**src/design/sbsfp_pkg.sv**
```systemverilog
// Shared types and constants for the servo bus status frame parser.
// No dependencies; imported by sbsfp_core and the top level.
package sbsfp_pkg;

    localparam int MAX_PARAMS_DEF = 64;
    localparam logic [7:0] HDR_BYTE = 8'hFF;
    localparam logic [7:0] LEN_OVERHEAD = 8'd2;

    localparam int IN_TDATA_W  = 24;
    localparam int IN_TUSER_W  = 2;
    localparam int OUT_TDATA_W = 48;

    typedef enum logic [1:0] {
        ACT_START = 2'd0,
        ACT_BYTE  = 2'd1,
        ACT_TICK  = 2'd2
    } action_t;

    typedef enum logic [1:0] {
        ST_OK      = 2'd0,
        ST_LEN_BAD = 2'd1,
        ST_CKS_BAD = 2'd2,
        ST_TIMEOUT = 2'd3
    } frame_status_t;

    typedef enum logic [7:0] {
        PH_IDLE   = 8'b0000_0001,
        PH_HUNT1  = 8'b0000_0010,
        PH_HUNT2  = 8'b0000_0100,
        PH_ID     = 8'b0000_1000,
        PH_LEN    = 8'b0001_0000,
        PH_STAT   = 8'b0010_0000,
        PH_PARAMS = 8'b0100_0000,
        PH_CKS    = 8'b1000_0000
    } phase_t;

    typedef struct packed {
        logic [1:0]  action;
        logic [7:0]  byte_in;
        logic [15:0] timeout_ticks;
    } in_item_t;

    typedef struct packed {
        logic        kind;
        logic [7:0]  data_byte;
        logic [5:0]  param_index;
        logic [7:0]  frame_id;
        logic [7:0]  raw_len;
        logic [7:0]  status_byte;
        logic [6:0]  param_total;
        logic [1:0]  status;
        logic        last;
    } result_t;

endpackage

```
**src/design/sbsfp_core.sv**
```systemverilog
// Frame state machine, checksum and timeout counter of the status parser.
// Depends on sbsfp_pkg; steps once per item presented with step high.
module sbsfp_core
    import sbsfp_pkg::*;
#(
    parameter int MAX_PARAMS = MAX_PARAMS_DEF
) (
    input  logic     aclk,
    input  logic     aresetn,
    input  logic     step,
    input  in_item_t item,
    output logic     res_valid,
    output result_t  res
);

    localparam int CNT_W = $clog2(MAX_PARAMS + 1);

    phase_t           phase_reg, phase_next;
    logic [7:0]       sum_reg, sum_next;
    logic [CNT_W-1:0] expected_reg, expected_next;
    logic [CNT_W-1:0] seen_reg, seen_next;
    logic [7:0]       id_reg, id_next;
    logic [7:0]       len_reg, len_next;
    logic [7:0]       stat_reg, stat_next;
    logic [15:0]      time_reg, time_next;
    logic             len_bad_reg, len_bad_next;

    logic [7:0]       need;
    logic [CNT_W:0]   seen_inc;
    logic             emit;
    logic             emit_last;
    logic [1:0]       emit_status;
    logic [7:0]       emit_byte;
    logic [5:0]       emit_index;
    logic [7:0]       total_wide;
    logic [7:0]       index_wide;

    always_comb begin
        phase_next    = phase_reg;
        sum_next      = sum_reg;
        expected_next = expected_reg;
        seen_next     = seen_reg;
        id_next       = id_reg;
        len_next      = len_reg;
        stat_next     = stat_reg;
        time_next     = time_reg;
        len_bad_next  = len_bad_reg;
        emit          = 1'b0;
        emit_last     = 1'b0;
        emit_status   = ST_OK;
        emit_byte     = 8'd0;
        emit_index    = 6'd0;
        index_wide    = 8'(seen_reg);
        need          = item.byte_in - LEN_OVERHEAD;
        seen_inc      = {1'b0, seen_reg} + (CNT_W+1)'(1);

        if (step) begin
            unique case (item.action)
                ACT_START: begin
                    sum_next      = '0;
                    expected_next = '0;
                    seen_next     = '0;
                    id_next       = '0;
                    len_next      = '0;
                    stat_next     = '0;
                    len_bad_next  = 1'b0;
                    time_next     = item.timeout_ticks;
                    phase_next    = PH_HUNT1;
                    if (item.timeout_ticks == 16'd0) begin
                        emit        = 1'b1;
                        emit_last   = 1'b1;
                        emit_status = ST_TIMEOUT;
                        phase_next  = PH_IDLE;
                    end
                end
                ACT_TICK: begin
                    if (phase_reg != PH_IDLE) begin
                        time_next = time_reg - 16'd1;
                        if (time_next == 16'd0) begin
                            emit        = 1'b1;
                            emit_last   = 1'b1;
                            emit_status = ST_TIMEOUT;
                            phase_next  = PH_IDLE;
                        end
                    end
                end
                ACT_BYTE: begin
                    unique case (phase_reg)
                        PH_IDLE: begin
                        end
                        PH_HUNT1: begin
                            phase_next = (item.byte_in == HDR_BYTE) ? PH_HUNT2 : PH_HUNT1;
                        end
                        PH_HUNT2: begin
                            phase_next = (item.byte_in == HDR_BYTE) ? PH_ID : PH_HUNT1;
                        end
                        PH_ID: begin
                            id_next    = item.byte_in;
                            sum_next   = item.byte_in;
                            phase_next = PH_LEN;
                        end
                        PH_LEN: begin
                            len_next = item.byte_in;
                            sum_next = sum_reg + item.byte_in;
                            if ({1'b0, need} > 9'(MAX_PARAMS)) begin
                                len_bad_next = 1'b1;
                                emit         = 1'b1;
                                emit_last    = 1'b1;
                                emit_status  = ST_LEN_BAD;
                                phase_next   = PH_IDLE;
                            end else begin
                                expected_next = need[CNT_W-1:0];
                                phase_next    = PH_STAT;
                            end
                        end
                        PH_STAT: begin
                            stat_next  = item.byte_in;
                            sum_next   = sum_reg + item.byte_in;
                            seen_next  = '0;
                            phase_next = (expected_reg == '0) ? PH_CKS : PH_PARAMS;
                        end
                        PH_PARAMS: begin
                            sum_next   = sum_reg + item.byte_in;
                            seen_next  = seen_inc[CNT_W-1:0];
                            if (seen_inc >= {1'b0, expected_reg}) begin
                                phase_next = PH_CKS;
                            end
                            emit       = 1'b1;
                            emit_byte  = item.byte_in;
                            emit_index = index_wide[5:0];
                        end
                        PH_CKS: begin
                            emit        = 1'b1;
                            emit_last   = 1'b1;
                            emit_status = (item.byte_in == ~sum_reg) ? ST_OK : ST_CKS_BAD;
                            phase_next  = PH_IDLE;
                        end
                        default: begin
                            phase_next = PH_IDLE;
                        end
                    endcase
                end
                default: begin
                end
            endcase
        end
    end

    assign total_wide = len_bad_next ? 8'd0 : 8'(expected_next);

    assign res_valid       = emit;
    assign res.kind        = emit_last;
    assign res.data_byte   = emit_byte;
    assign res.param_index = emit_index;
    assign res.frame_id    = id_next;
    assign res.raw_len     = len_next;
    assign res.status_byte = stat_next;
    assign res.param_total = total_wide[6:0];
    assign res.status      = emit_status;
    assign res.last        = emit_last;

    always_ff @(posedge aclk) begin
        if (!aresetn) begin
            phase_reg    <= PH_IDLE;
            sum_reg      <= '0;
            expected_reg <= '0;
            seen_reg     <= '0;
            id_reg       <= '0;
            len_reg      <= '0;
            stat_reg     <= '0;
            time_reg     <= '0;
            len_bad_reg  <= 1'b0;
        end else begin
            phase_reg    <= phase_next;
            sum_reg      <= sum_next;
            expected_reg <= expected_next;
            seen_reg     <= seen_next;
            id_reg       <= id_next;
            len_reg      <= len_next;
            stat_reg     <= stat_next;
            time_reg     <= time_next;
            len_bad_reg  <= len_bad_next;
        end
    end

endmodule

```
**src/design/servo_bus_status_frame_parser_unit.sv**
```systemverilog
// Servo bus status frame parser: input register, parser core and result register.
// Depends on sbsfp_pkg and sbsfp_core.
//
// Usage:
//   The slave channel carries one transaction per event: s_tuser selects start
//   (load timeout, arm), received byte, or millisecond tick. A start arms the
//   parser; bytes are deframed (0xFF 0xFF, ID, LEN, status, parameters,
//   checksum). Each parameter byte gives one master transaction (tuser 0);
//   the frame ends with one status transaction (tuser 1, tlast 1): ok, bad
//   length, checksum mismatch or timeout. Ticks count the timeout down.
//   Once a frame ends, bytes and ticks are dropped until the next start.
// Timing:
//   One transaction per cycle sustained while m_tready stays high. An accepted
//   transaction sits in the input register, and its result is loaded into the
//   output register, which drives m_tvalid, once the output register can take it.
// Reset and stall:
//   aresetn low idles the parser and empties both registers. When m_tready
//   is low with a result pending, the pipeline holds; s_tready stays high
//   while the input register is empty, so one more transaction is taken.
module servo_bus_status_frame_parser_unit
    import sbsfp_pkg::*;
#(
    parameter int MAX_PARAMS = MAX_PARAMS_DEF
) (
    input  logic                   aclk,
    input  logic                   aresetn,
    input  logic                   s_tvalid,
    output logic                   s_tready,
    input  logic [IN_TDATA_W-1:0]  s_tdata,   // byte_in, timeout_ticks
    input  logic [IN_TUSER_W-1:0]  s_tuser,   // action
    output logic                   m_tvalid,
    input  logic                   m_tready,
    output logic [OUT_TDATA_W-1:0] m_tdata,   // data_byte, param_index, frame_id,
                                              // raw_len, status_byte, param_total,
                                              // status, zero pad
    output logic                   m_tuser,   // kind
    output logic                   m_tlast    // last
);

    logic     in_valid_reg;
    in_item_t in_item_reg;
    logic     m_valid_reg;
    result_t  m_res_reg;

    logic     out_ready;
    logic     step;
    logic     res_valid;
    result_t  res;

    assign out_ready = !m_valid_reg || m_tready;
    assign step      = in_valid_reg && out_ready;
    assign s_tready  = !in_valid_reg || out_ready;

    always_ff @(posedge aclk) begin
        if (!aresetn) begin
            in_valid_reg <= 1'b0;
        end else if (s_tvalid && s_tready) begin
            in_valid_reg <= 1'b1;
        end else if (step) begin
            in_valid_reg <= 1'b0;
        end
    end

    always_ff @(posedge aclk) begin
        if (s_tvalid && s_tready) begin
            in_item_reg.action        <= s_tuser;
            in_item_reg.byte_in       <= s_tdata[7:0];
            in_item_reg.timeout_ticks <= s_tdata[23:8];
        end
    end

    sbsfp_core #(
        .MAX_PARAMS (MAX_PARAMS)
    ) u_core (
        .aclk      (aclk),
        .aresetn   (aresetn),
        .step      (step),
        .item      (in_item_reg),
        .res_valid (res_valid),
        .res       (res)
    );

    always_ff @(posedge aclk) begin
        if (!aresetn) begin
            m_valid_reg <= 1'b0;
        end else if (out_ready) begin
            m_valid_reg <= step && res_valid;
        end
    end

    always_ff @(posedge aclk) begin
        if (step && res_valid) begin
            m_res_reg <= res;
        end
    end

    assign m_tvalid = m_valid_reg;
    assign m_tuser  = m_res_reg.kind;
    assign m_tlast  = m_res_reg.last;
    assign m_tdata  = {1'b0, m_res_reg.status, m_res_reg.param_total,
                       m_res_reg.status_byte, m_res_reg.raw_len,
                       m_res_reg.frame_id, m_res_reg.param_index,
                       m_res_reg.data_byte};

    a_kind_is_last: assert property (@(posedge aclk) disable iff (!aresetn)
        m_tvalid |-> (m_tlast == m_tuser))
        else $error("result kind and last disagree");

    a_end_no_data: assert property (@(posedge aclk) disable iff (!aresetn)
        (m_tvalid && m_tlast) |-> (m_tdata[13:0] == 14'd0))
        else $error("end of frame result carries parameter data");

    a_param_ok: assert property (@(posedge aclk) disable iff (!aresetn)
        (m_tvalid && !m_tlast) |-> (m_tdata[46:45] == ST_OK))
        else $error("parameter result carries a nonzero status");

    a_result_follows_step: assert property (@(posedge aclk) disable iff (!aresetn)
        ($rose(m_tvalid)) |-> $past(step && res_valid))
        else $error("result appeared without a parser step");

endmodule

```
**config.mk**
```make
export PLATFORM = sky130hd
export DESIGN_NAME = servo_bus_status_frame_parser_unit
export DESIGN_NICKNAME = d
export VERILOG_FILES = /design/src/design/sbsfp_pkg.sv /design/src/design/sbsfp_core.sv /design/src/design/servo_bus_status_frame_parser_unit.sv
export SDC_FILE = /design/constraint.sdc
export NUM_CORES = 1
export LEC_CHECK = 0
export BUFFER_PORTS_ARGS = -buffer_cell sky130_fd_sc_hd__buf_2
export CAP_MARGIN = 20
export CORE_ASPECT_RATIO = 1.25
export CORE_MARGIN = 5
export CORE_UTILIZATION = 39
export CTS_CLUSTER_DIAMETER = 150
export DETAILED_ROUTE_END_ITERATION = 12
export GPL_TIMING_DRIVEN = 1
export SYNTH_ARGS = -nofsm -noshare
export SYNTH_HDL_FRONTEND = slang
export SYNTH_HIERARCHICAL = 1
export SYNTH_SLANG_ARGS = --single-unit
export TNS_END_PERCENT = 1
```
**constraint.sdc**
```tcl
create_clock -name aclk -period 5.2 [get_ports aclk]
set_input_delay 0.26 -clock aclk [delete_from_list [all_inputs] [get_ports aclk]]
set_output_delay 0.26 -clock aclk [all_outputs]
set_load 0.005 [all_outputs]
```
**Yosys cells after proc, flatten, opt, wreduce, memory -nomap -nowiden**

Cells that the tools add are included.

- Register bits after elaboration: 147
- Bits in latches: 0
- Bits in writable memories: 0
- Bits in read-only memories: 0
- Input port bits: 30
- Output and inout port bits: 52
- Memories: 0

- Add/sub/neg operators: 4
- Multipliers: 0
- Div/mod/pow operators: 0
- Magnitude comparators: 2
- Equal/unequal tests: 19
- Shifts and indexed selects: 0
- Muxes and demuxes: 51
- Bitwise gates (word level): 1
- Reductions and logical operators: 22

Operators with widths:

| kind | count |
|---|---|
| 2-to-1 mux 8 bit | 10 |
| one-hot mux 8 bit (2 select lines) | 5 |
| one-hot mux 8 bit (7 select lines) | 1 |
| one-hot mux 7 bit (2 select lines) | 3 |
| zero test 16 bit | 2 |
| one-hot mux 16 bit (2 select lines) | 1 |
| one-hot mux 8 bit (3 select lines) | 1 |
| 2-to-1 mux 7 bit | 3 |
| == test 8 bit (second input constant) | 2 |
| 2-to-1 mux 16 bit | 1 |
| subtractor 16 x 1 -> 16 bit (second input constant) | 1 |
| AND reduction 3 bit | 4 |
| 2-to-1 mux 1 bit | 11 |
| 2-to-1 mux 2 bit | 5 |
| adder 7 x 1 -> 8 bit (second input constant) | 1 |
| adder 8 bit | 1 |
| == test 8 x 1 -> 1 bit (second input constant) | 1 |
| == test 8 x 2 -> 1 bit (second input constant) | 1 |
| == test 8 x 3 -> 1 bit (second input constant) | 1 |
| == test 8 x 4 -> 1 bit (second input constant) | 1 |
| == test 8 x 5 -> 1 bit (second input constant) | 1 |
| == test 8 x 6 -> 1 bit (second input constant) | 1 |
| == test 8 x 7 -> 1 bit (second input constant) | 1 |
| == test 8 bit | 1 |
| other kinds (28) | 39 |

**Logic depth before layout (Yosys ltp)**

Gate-level depths: netlist (run 1).

- Depth after elaboration: 7
- Gate-level depth with buffers: 13
- Mapped depth without buffers: 11

**Cells and area by module**

Netlist (run 1), hierarchy kept.

Modules (own cells, without submodules):

| module | instances | cells an instance | area each (µm²) | sequential area each (µm²) |
|---|---|---|---|---|
| sbsfp_core | 1 | 616 | 4,700.8 | 1,421.4 |
| servo_bus_status_frame_parser_unit | 1 | 90 | 2,376.0 | 2,292.2 |

**Worst setup path before layout (run 1)**

Ideal clock, no wire load.

- Kind: reg-to-reg
- Start: reg u_core.time_reg[0]
- End: reg m_res_reg (netlist bit m_tdata[0]), enable pin
- Setup time: 456 ps
- Arrival: 4,773 ps
- Data required time: 4,744 ps
- Setup slack: -29 ps
- Cell stages (with the launch flop): 14
- Cell sequence: dfxtp_1 > inv_1 > ha_1 > clkbuf_1 > or4b_2 > clkbuf_1 > xnor2_1 > or3_1 > a22o_1 > o22ai_1 > a211oi_1 > a21oi_1 > nand2_1 > nor2_1

- Word-level cells in the longest chain between the ends: 7

RTL lines:

| item | RTL line | RTL |
|---|---|---|
| start, declared | sbsfp_core.sv:25 | `logic [15:0] time_reg, time_next;` |
| start signal, assigned | sbsfp_core.sv:181 | `time_reg <= time_next;` |
| subtractor 16 x 1 -> 16 bit | sbsfp_core.sv:78 | `time_next = time_reg - 16'd1;` |
| zero test 16 bit | sbsfp_core.sv:79 | `if (time_next == 16'd0) begin` |
| 2-to-1 mux 1 bit | sbsfp_core.sv:79 |  |
| 2-to-1 mux 1 bit | sbsfp_core.sv:77 | `if (phase_reg != PH_IDLE) begin` |
| one-hot mux 1 bit (3 select lines) | sbsfp_core.sv:58 | `unique case (item.action)` |
| 2-to-1 mux 1 bit | sbsfp_core.sv:57 | `if (step) begin` |
| named net res_valid | servo_bus_status_frame_parser_unit.sv:47 | `logic res_valid;` |
| logical AND 1 bit | servo_bus_status_frame_parser_unit.sv:92 | `if (step && res_valid) begin` |
| end signal, assigned | servo_bus_status_frame_parser_unit.sv:93 | `m_res_reg <= res;` |
| end, declared | servo_bus_status_frame_parser_unit.sv:43 | `result_t m_res_reg;` |

The timed path passes the listed nets, and every way through them passes these cells.
A chain may end at the register's enable or synchronous reset.

**Worst setup path in the final report (run 1)**

- Start: reg u_core.time_reg[0]
- End: reg m_res_reg (netlist bit m_tdata[19]), enable pin

Same word-level chain as after synthesis.

==> results.ini, run 1 <==
[yosys]
synth_seq_cells=148
synthFlopType=edfxtp_1
netlist_area_mm2=0.00708
yosys.area.top_type_share=0.318
synth_nets=759
syn_inst=706
synth.largest_area_cell=edfxtp_1
yosys_warnings=6
syn_avg_cell_area_um2=10.0
ys_types=71
async_flop_share=0
synth_edf_count=75
seq_area_frac_synth=0.525
ys_top_cells_by_area=edfxtp_1, dfxtp_1, ha_1, nand2_1, and2_1

[layout]
seqCellArea_mm2=0.00371
fin_nets=826
antennaDiodeCount=0
largest_register_ffs=47
fillerInstances=1665
area_delta_synth_final_pct=16.8
drive_above_1_share=0.172
multi_input_area_mm2=0.00310
final_cell_area_mm2=0.00827

[sta]
period_share=0.747
post-route-min-period_ns=3.89
max_freq_mhz=257
slew_viol_final=0
tightestPinTransition_ns=0.981
finalHoldViolCount=0
setup-tns-final_ns=0
worst_slack_ns=1.31
fin_skew_ns=0.00742
maxSlewHeadroom=0.346
setup_violations=0
grt_setup_unrepaired=no

[worst_setup_path]
ff2ff_path_depth=12
r2r-start=u_core/time_reg[0]
r2r_end=m_tdata[19]
cp_max_fo=49
reg2reg_slack_ns=1.31
startpoint_type=flip-flop
cp.arrival_ns=3.94
path_class=flip-flop to flip-flop
critPathRequiredTime_ns=5.25
startpoint=u_core/time_reg[0]
end_kind=flip-flop

[pwr]
seqPwrFrac=0.476
switching_share=0.257
intPower_w=0.00200
power_frac_clock=0.451
power_density_mw_per_mm2=326
vdd_drop_max_v=0.000298
combPwrFrac=0.073
p_leak_nw=3.22
p_sw_w=0.000693

[drt]
wl_per_cell_um=16.8
drt-initial-drc-count=402
first_pass_iters=5
ant_nets=0
remaining_drc_errors=0
dr_total_vias=5545
routed_wl_mm=17.0
vias_per_cell=5.47

[die]
die_h_um=161
start_util=0.394
io_pins=82
die_area_mm2=0.0210
coreArea_mm2=0.0180
rows=55
die_x_um=130

[clock_tree]
clkSinkCount=148
numCtsBuffers=17
clkTransAtPathRegs_ns=0.06
cts_tree=done
cts_max_level=4
cts_setup_buffers=0
clk_latency_ns=0.42
ctsRootBufferMaster=clkbuf_16
clk_path_buf_depth=2
ctsResizeCount=0

[grt]
grt_pass1_vias=5440
met1_usage=0.196
antenna_found_initial=0
grt.total_usage=0.162
met2_usage=0.281
grt_max_degree=50
grt_pass1_wl_mm=27.4
busiest_layer=met2
gr-usage-met3=0.0323
grt-ovfl-total=0

[place]
io_buffers=80
gp_congestion=0.887
hpwlAfterDp_mm=11.9
placed_cell_area_mm2=0.00763
pre_cts_slack_ns=1.31

[flow_run]
drv_cap=0

[status]
status=completed

[worst_hold_path]
hold_start=s_tdata[18]
hold_class=input port to flip-flop
hold_path_end=in_item_reg[10]
whs_path_depth=1

-- cell usage after synthesis, types with 17 or more instances --
cell,count
and2_1,41
a21oi_1,44
nand2_1,73
nor2_1,64
clkbuf_1,36
o21ai_0,25
nand3_1,17
inv_1,22
ha_1,22
dfxtp_1,73
a22o_1,17
edfxtp_1,75
-- logic make-up (layout without fill, tap and decap cells) --
| kind of cell | count (synthesis) | in the layout | share of synthesized area |
|---|---|---|---|
| compound gates | 162 | 162 | 0.156 |
| xor+xnor | 18 | 18 | 0.0223 |
| fa+ha+maj | 23 | 23 | 0.0417 |
| buf+inv | 65 | 145 | 0.0384 |
| flops | 148 | 148 | 0.525 |
| mux | 12 | 12 | 0.0173 |
| other cells | 1 | 1 | 0.000530 |
| simple gates | 277 | 277 | 0.199 |
-- critical path, cell delays in order (launching register included) --
cell,delay [ns]
dfxtp_1,0.36
inv_1,0.12
ha_1,0.35
or4b_2,0.71
xnor2_1,0.16
or3_1,0.34
a22o_1,0.23
o22ai_1,0.25
a211oi_1,0.10
a21oi_1,0.18
nand2_1,0.12
nor2_4,0.09
buf_4,0.48
-- stage by stage --
step | cells | util | hold WS, ns | total power, W
finish | 1014 | 0.460 | 0.0157 | 0.00270
global route | 1014 | 0.460 | 0.00105 | 0.00280
CTS | 1012 | 0.459 | 0.00113 | 0.00272
detailed placement | 977 | 0.425 | 0.438 | 0.00150
global placement | 977 | 0.425 | 0.436 | 0.00150
floorplan | 706 | - | 0.359 | 0.00144
-- layer usage --
layer | routed length, um | up-vias
met4 | 406 | 0
met3 | 922 | 35
met5 | 0 | -
li1 | - | 2694
met1 | 7190 | 2621
met2 | 8520 | 195
-- how the worst max path moves through the flow --
stage                  end  slack [ns]
2_1_floorplan   m_tdata[0]        0.79
3_3_place_gp   m_tdata[15]        1.43
3_5_place_dp   m_tdata[15]        1.31
4_1_cts        m_tdata[19]        1.31
5_1_grt        m_tdata[16]        1.07
6_report       m_tdata[19]        1.31
-- final cells by class --
type | instances | area share
Clock buffer | 17 | 0.0514
Inverter | 22 | 0.00999
Sequential cell | 148 | 0.449
Clock inverter | 15 | 0.0197
Timing Repair Buffer | 91 | 0.0601
Multi-Input combinational cell | 493 | 0.375
Tap cell | 228 | 0.0345
-- timing repair --
action / CTS / global route
endpoints found under the hold margin: 3 / 1
endpoints found under the setup margin: 0 / 0
hold buffers: 3 / 1
-- cells in the final DEF (no fill, tap or decap), drive strengths merged, types with 8 or more instances in the layout --
master	netlist	layout
a21oi	44	44
clkbuf	37	17
buf	6	87
mux2i	10	10
a21o	9	9
nor3	13	13
inv	22	32
nor2	64	64
nand4	8	8
ha	22	22
o211ai	9	9
edfxtp	75	75
o21ai	27	27
and2	42	42
nor2b	10	10
nand3	17	17
xor2	10	10
nand2	73	73
a22o	17	17
xnor2	8	8
dfxtp	73	73
nor4	11	11
-- power groups by stage --
stage	Sequential [W]	Combinational, W	Clock [W]
3_5_place_dp	0.00131	0.000192	0
4_1_cts	0.00128	0.000194	0.00125
2_1_floorplan	0.00128	0.000153	0
3_3_place_gp	0.00131	0.000190	0
6_report	0.00128	0.000197	0.00122
5_1_grt	0.00129	0.000218	0.00130
Note: power is estimated with default switching activity, not from simulation.
==> inputs of run 2 (changes only) <==
==> constraint.sdc (replaced) <==
create_clock -name aclk -period 4.1 [get_ports aclk]
set_input_delay 0.205 -clock aclk [delete_from_list [all_inputs] [get_ports aclk]]
set_output_delay 0.205 -clock aclk [all_outputs]
set_load 0.005 [all_outputs]
==> run 2 against run 1 <==
Net effect: cell area up 3.3%; register-to-register slack worse by 0.89 ns; combinational power up 43%; core utilization up 1.5 points; clock power up 25%; wire length up 2.4%; global-route usage up 0.56 points; critical path type unchanged; largest power group unchanged.
==> results.ini, run 2 (synthesis gave the netlist of run 1 again) <==
[drt]
wl_met1_mm=7.12
wl_met2_mm=9.05
wl_per_cell_um=16.7
ant_nets=0
vias_per_cell=5.45
first_pass_iters=5
remaining_drc_errors=0
routed_wl_mm=17.4
dr.max_layer_used=met4
wl_met3_um=972
drt-initial-drc-count=406
dr_total_vias=5677

[worst_setup_path]
startpoint_type=flip-flop
r2r-start=u_core/time_reg[0]
end_kind=flip-flop
cp.arrival_ns=3.77
path_class=flip-flop to flip-flop
reg2reg_slack_ns=0.43
startpoint=u_core/time_reg[0]
cp_max_fo=49
critPathRequiredTime_ns=4.20
ff2ff_path_depth=12
r2r_end=m_tdata[19]

[die]
die_h_um=161
io_pins=82
die_area_mm2=0.0210
die_x_um=130
rows=55
coreArea_mm2=0.0180
start_util=0.394

[sta]
maxSlewHeadroom=0.483
period_share=0.896
slew_viol_final=0
setup-tns-final_ns=0
hold_ws_ns=0.0311
max_freq_mhz=272
grt_setup_unrepaired=no
tightestPinTransition_ns=0.776
finalHoldViolCount=0
fin_skew_ns=0.00941
post-route-min-period_ns=3.67
setup_violations=0

[clock_tree]
clkSinkCount=148
cts_tree=done
clk_path_buf_depth=2
ctsRootBufferMaster=clkbuf_16
ctsResizeCount=0
ctsHoldBuffers=26
cts_max_level=4
cts_setup_buffers=0
numCtsBuffers=17
clk_latency_ns=0.42
clkTransAtPathRegs_ns=0.06

[place]
hpwlAfterDp_mm=12.1
io_buffers=80
gp_congestion=0.877
place_inst=983

[layout]
fin_nets=854
drive_above_1_share=0.173
antennaDiodeCount=0
largest_register_ffs=47
area_delta_synth_final_pct=20.7
final_common_cell=buf_2
fin_cells=1042
fillerInstances=1616
mostFrequentLayoutCells=buf_2, edfxtp_1, nand2_1, dfxtp_1, nor2_1

[grt]
antenna_found_initial=0
grt_pass1_wl_mm=28.1
grt_pass1_vias=5682
grt_max_degree=50
grt-ovfl-total=0
grt.total_usage=0.167

[status]
status=completed

[pwr]
seqPwrFrac=0.472
power_density_mw_per_mm2=402
combPwrFrac=0.082
power_frac_clock=0.446
intPower_w=0.00256
switching_share=0.255
vdd_drop_max_v=0.000250
p_sw_w=0.000878
p_leak_nw=3.33

[worst_hold_path]
hold_class=input port to flip-flop
hold_path_end=in_valid_reg
whs_path_depth=3
hold_start=s_tvalid

[flow_run]
drv_cap=0

[run 2: cell count changes in the layout (fill, tap and decap cells not counted), moves of 2 or more]
cell	change
dlygate4sd3_1	+22
buf_4	+6
clkinv_4	+2
inv_6	-2
[run 2: layout make-up]
class / instances / area (um^2) / share of cell area
clock inverter: 15 / 160 / 0.0188
tap: 228 / 285 / 0.0334
timing repair buffer: 119 / 771 / 0.0902
sequential: 148 / 3710 / 0.435
multi-input combinational: 493 / 3100 / 0.363
inverter: 22 / 82.6 / 0.00967
clock buffer: 17 / 425 / 0.0498
[run 2: critical path, stage by stage (launching register included)]
cell and delay [ns]:
dfxtp_1 0.35, inv_1 0.12, ha_1 0.34, or4b_2 0.71, xnor2_1 0.16, or3_1 0.35
a22o_1 0.24, o22ai_1 0.25, a211oi_1 0.10, a21oi_1 0.15, nand2_1 0.13, nor2_4 0.14
buf_12 0.25
[run 2: per-layer routing]
layer	track usage	vias up
li1	-	2753
met1	0.199	2697
met2	0.295	199
met3	0.0369	28
met4	0.0557	0
met5	0	-
[run 2: through the flow]
stage               power, W  instance area (um^2)  utilization  worst slack, ns
floorplan            0.00182                  7080            -            0.215
global placement     0.00191                  7690        0.428            0.597
detailed placement   0.00191                  7690        0.428            0.476
CTS                  0.00347                  8530        0.475            0.449
global route         0.00358                  8540        0.476            0.246
finish               0.00344                  8540        0.476            0.426
[run 2: power groups by stage]
stage	Sequential [W]	Clock (W)	Combinational (W)
after floorplan	0.00163	0	0.000194
after global placement	0.00165	0	0.000255
after detailed placement	0.00165	0	0.000259
after CTS	0.00162	0.00157	0.000280
after global routing	0.00163	0.00164	0.000310
final	0.00162	0.00153	0.000282
[run 2: worst max path at each step]
stage                             end  slack (ns)  cells past startpoint
after floorplan            m_tdata[0]        0.21                     13
after global placement    m_tdata[19]        0.60                     12
after detailed placement  m_tdata[16]        0.48                     12
after CTS                 m_tdata[19]        0.45                     12
after global routing      m_tdata[23]        0.25                     12
final                     m_tdata[19]        0.43                     12
